--- config.mk ---
export PLATFORM = sky130hd
export DESIGN_NAME = kgb_ram
export DESIGN_NICKNAME = d
export VERILOG_FILES = /design/src/kgb_ram.sv
export SDC_FILE = /design/constraint.sdc
export NUM_CORES = 1
export LEC_CHECK = 0
export BUFFER_PORTS_ARGS = -buffer_cell sky130_fd_sc_hd__buf_2
export CORE_UTILIZATION = 50
export DETAILED_ROUTE_END_ITERATION = 8
export GPL_TIMING_DRIVEN = 0
export PLACE_DENSITY = 0.65
export SLEW_MARGIN = 20
export SYNTH_ARGS = -nofsm -noshare
export SYNTH_HDL_FRONTEND = slang
export SYNTH_SLANG_ARGS = --single-unit
export TNS_END_PERCENT = 30
--- constraint.sdc ---
create_clock -name clock -period 2.9 [get_ports clock]
set_input_delay 0.435 -clock clock [delete_from_list [all_inputs] [get_ports clock]]
set_output_delay 0.435 -clock clock [all_outputs]
set_load 0.03 [all_outputs]
--- src/kgb_ram.sv ---
// generic single write, single read memory with registered read data
`default_nettype none
module kgb_ram #(
   parameter int WIDTH = 16,
   parameter int DEPTH = 64
) (
   input  wire logic                                   clock,
   input  wire logic                                   wr_en,
   input  wire logic [(DEPTH > 1 ? $clog2(DEPTH) : 1)-1:0] wr_addr,
   input  wire logic [WIDTH-1:0]                       wr_data,
   input  wire logic [(DEPTH > 1 ? $clog2(DEPTH) : 1)-1:0] rd_addr,
   output logic      [WIDTH-1:0]                       rd_data
);

   logic [WIDTH-1:0] mem_ff [DEPTH];

   always_ff @(posedge clock) begin
      if (wr_en) begin
         mem_ff[wr_addr] <= wr_data;
      end
      rd_data <= mem_ff[rd_addr];
   end

endmodule
`default_nettype wire

==> metrics.txt <==
# TYPE chip_impl_metric gauge
chip_impl_info{name="synthFlopType",value="edfxtp_1"} 1
chip_impl_metric{name="max-clock-path-buffers",unit=""} 3
chip_impl_info{name="critical_path.endpoint_type",value="flop"} 1
chip_impl_info{name="hold_path_startpoint",value="wr_data[6]"} 1
chip_impl_metric{name="ctsResizeCount",unit=""} 0
chip_impl_metric{name="reg2reg_slack",unit="ps"} 360
chip_impl_metric{name="drive_gt1_share",unit="%"} 30.3
chip_impl_metric{name="avgViaCountPerCell",unit=""} 6.22
chip_impl_metric{name="cts.clk_slew.worst_paths",unit="ps"} 60
chip_impl_metric{name="timing.clock.skew",unit="ps"} 26.6
chip_impl_metric{name="max_capacitance_violation_count",unit=""} 0
chip_impl_metric{name="drtIter0Drc",unit=""} 2399
chip_impl_metric{name="grt_antenna_before_repair",unit=""} 6
chip_impl_metric{name="power.internal",unit="W"} 0.0246
chip_impl_info{name="hold-path-endpoint",value="mem_ff[31][6]"} 1
chip_impl_metric{name="synthesis.area",unit="sq um"} 40000
chip_impl_metric{name="ant_nets",unit=""} 0
chip_impl_metric{name="firstDrtPassIters",unit=""} 6
chip_impl_info{name="tritoncts",value="yes"} 1
chip_impl_metric{name="final_min_period_over_clock_period",unit="%"} 92.8
chip_impl_metric{name="first_global_vias",unit=""} 19800
chip_impl_info{name="hold_path_class",value="in2reg"} 1
chip_impl_metric{name="post_synth.cell_area_avg",unit="sq um"} 21.9
chip_impl_metric{name="power_frac_seq",unit="%"} 53.3
chip_impl_info{name="setup.worst_path.class",value="in2reg"} 1
chip_impl_info{name="unrepaired_setup_endpoints_after_global_routing",value="no"} 1
chip_impl_info{name="clockRootBuffer",value="clkbuf_16"} 1
chip_impl_metric{name="synth_async_sr_flop_share",unit="%"} 0
chip_impl_metric{name="grt-ovfl-total",unit=""} 0
chip_impl_metric{name="globalRouteTotalUtil",unit="%"} 24.8
chip_impl_metric{name="worstPathArrival",unit="ps"} 3180
chip_impl_metric{name="synth-edff-count",unit=""} 1024
chip_impl_metric{name="met1_usage",unit="%"} 35.0
chip_impl_metric{name="dpl.hpwl",unit="mm"} 64.8
chip_impl_metric{name="core_area",unit="sq um"} 79100
chip_impl_metric{name="ys_seq_elements",unit=""} 1040
chip_impl_metric{name="min_path_cells",unit=""} 1
chip_impl_info{name="layout.cells.most_common_list",value="1,024 x edfxtp_1, 220 x mux4_2, 106 x clkbuf_16, 85 x mux2i_1, 64 x nor2_2"} 1
chip_impl_metric{name="cp_max_fo",unit=""} 10
chip_impl_metric{name="cts_hold_buffers",unit=""} 0
chip_impl_metric{name="ys_warn_count",unit=""} 0
chip_impl_metric{name="cts_max_level",unit=""} 3
chip_impl_metric{name="clock_insertion_delay_worst_skew",unit="ps"} 670
chip_impl_metric{name="pwr_density_cell",unit="nW/um^2"} 682
chip_impl_metric{name="netSwitchingPower",unit="W"} 0.00665
chip_impl_metric{name="share_comb_of_total_power",unit="%"} 5.5
chip_impl_metric{name="port-buffer-count",unit=""} 38
chip_impl_metric{name="synthToLayoutAreaGrowth",unit="%"} 14.5
chip_impl_metric{name="fp-row-count",unit=""} 103
chip_impl_info{name="layout.cells.most_common",value="edfxtp_1"} 1
chip_impl_metric{name="die-area",unit="sq um"} 81200
chip_impl_metric{name="pwr-share-clk",unit="%"} 41.1
chip_impl_metric{name="grt_pass1_wl",unit="mm"} 142
chip_impl_metric{name="setup-violations-final",unit=""} 0
chip_impl_metric{name="seq_area_frac_synth",unit="%"} 77.6
chip_impl_info{name="outcome",value="finished clean"} 1
chip_impl_info{name="worst_r2r_endpoint",value="rd_data[15]"} 1
chip_impl_metric{name="die_h",unit="um"} 285
chip_impl_metric{name="gp_congestion",unit=""} 0.895
chip_impl_metric{name="cts_post_setup_buffers_inserted",unit=""} 0
chip_impl_info{name="grt_busiest_layer",value="met2"} 1
chip_impl_metric{name="postLayoutCoreUtil",unit="%"} 57.9
chip_impl_metric{name="critical_path_required_time",unit="ps"} 3390
chip_impl_metric{name="vias",unit=""} 19800
chip_impl_metric{name="drcViolationCount",unit=""} 0
chip_impl_info{name="worst_setup_path_start_kind",value="input pin"} 1
chip_impl_metric{name="grt_max_degree",unit=""} 65
chip_impl_metric{name="swShare",unit="%"} 21.3
chip_impl_metric{name="slew_headroom",unit="%"} 26.2
chip_impl_info{name="reg2reg_from",value="mem_ff[19][15]"} 1
chip_impl_metric{name="worst-r2r-cell-count",unit=""} 5
chip_impl_metric{name="synth_cell_types",unit=""} 43
chip_impl_metric{name="netlist_instances",unit=""} 1829
chip_impl_metric{name="final_slew_violations",unit=""} 0
chip_impl_metric{name="die_width",unit="um"} 285
chip_impl_metric{name="net_count_after_synthesis",unit=""} 1859
chip_impl_metric{name="cts.sinks",unit=""} 1040
chip_impl_metric{name="fmax",unit="MHz"} 371
chip_impl_metric{name="finalHoldWorstSlack",unit="ps"} 356
chip_impl_metric{name="cts_buffers",unit=""} 102
chip_impl_metric{name="final_period_minus_worst_setup_slack",unit="ps"} 2690
chip_impl_metric{name="fin_nets",unit=""} 2067
chip_impl_metric{name="groute.layer.met2.usage",unit="%"} 39.3
chip_impl_metric{name="final_hold_viol_count",unit=""} 0
chip_impl_metric{name="reported_leakage_power",unit="nW"} 14.5
chip_impl_metric{name="ios",unit=""} 46
chip_impl_metric{name="finalWirelength",unit="mm"} 99.2
chip_impl_metric{name="global_routing_met3_resource_utilization",unit="%"} 4.72
chip_impl_metric{name="worst_pin_slew",unit="ps"} 1100
chip_impl_metric{name="ir_worst_vdd",unit="mV"} 0.512
chip_impl_metric{name="start_util",unit="%"} 50.6
chip_impl_metric{name="routed_wire_length_per_instance",unit="um"} 31.2
power groups by stage:
stage / clock [W] / sequential, W / combinational [W]
after floorplan: 0 / 0.0170 / 0.000861
after global placement: 0 / 0.0170 / 0.00166
after detailed placement: 0 / 0.0170 / 0.00173
after CTS: 0.0130 / 0.0167 / 0.00173
after global routing: 0.0135 / 0.0167 / 0.00180
final: 0.0129 / 0.0167 / 0.00173
critical path, cell delays in order:
cell and delay, ps:
buf_2 230, clkbuf_1 570, mux4_2 420, mux2i_1 520, a22oi_1 190, a31oi_1 650
a311oi_1 150
cell families after synthesis:
| kind of cell | share of synthesized area, % |
|---|---|
| compound gates | 2.41 |
| mux | 15.5 |
| simple gates | 2.65 |
| buf+inv | 1.83 |
| flops | 77.6 |
registers in the layout, indices dropped and copies added, names as in the netlist:
signal	cells
rd_data	16
mem_ff	1024
metrics by stage:
| stage | worst slack (ps) | setup TNS (ps) | std cells | power [W] | area (sq um) |
|---|---|---|---|---|---|
| global route | 247 | 0 | 3170 | 0.0320 | 45800 |
| CTS | 293 | 0 | 3170 | 0.0314 | 45800 |
| floorplan | 430 | 0 | 1829 | 0.0179 | 40000 |
| finish | 208 | 0 | 3174 | 0.0313 | 45800 |
| detailed placement | -358 | -9540 | 2983 | 0.0187 | 42600 |
| global placement | -817 | -300240 | 2917 | 0.0187 | 41500 |
worst max-delay path by stage:
| stage | from | end | depth (start not counted) |
|---|---|---|---|
| after CTS | rd_addr[2] | rd_data[15] | 7 |
| after global placement | wr_addr[4] | mem_ff[48][0] | 3 |
| after global routing | rd_addr[2] | rd_data[15] | 7 |
| after floorplan | wr_addr[3] | mem_ff[48][0] | 4 |
| after detailed placement | rd_addr[2] | rd_data[15] | 7 |
| final | rd_addr[2] | rd_data[15] | 7 |
metal layers:
metal	vias up	wire [um]
met2	941	47900
met4	10	3260
met5	-	72
li1	8126	-
met3	177	8020
met1	10500	40000
Yosys cell counts, types with 6 or more instances:
| cell | number | area share (%) |
|---|---|---|
| a21oi_1 | 17 | 0.21 |
| buf_4 | 13 | 0.24 |
| mux2_2 | 27 | 0.76 |
| a31oi_1 | 8 | 0.12 |
| a22oi_1 | 39 | 0.73 |
| a221o_1 | 6 | 0.15 |
| a211oi_1 | 8 | 0.15 |
| nor2_1 | 72 | 0.67 |
| nand2_1 | 59 | 0.55 |
| nand3_1 | 24 | 0.30 |
| buf_2 | 36 | 0.45 |
| a311oi_1 | 8 | 0.17 |
| dfxtp_1 | 16 | 0.80 |
| a211o_1 | 8 | 0.17 |
| nand4_1 | 12 | 0.19 |
| a22o_1 | 6 | 0.13 |
| clkbuf_1 | 24 | 0.22 |
| edfxtp_1 | 1024 | 77 |
| a221oi_1 | 16 | 0.35 |
| mux4_2 | 220 | 12 |
| mux2i_1 | 85 | 2.1 |
| nor2b_1 | 30 | 0.47 |
| buf_6 | 17 | 0.48 |
area by class of cell:
class                      instances  area, sq um
timing repair buffer             104         1070
antenna                            4         10.0
fill                            5726        33300
clock buffer                     130         2740
clock inverter                    57          490
buffer                           104          733
multi-input combinational        685         8400
tap                             1050         1310
sequential                      1040        31100
Note: power is estimated with default switching activity, not from simulation.
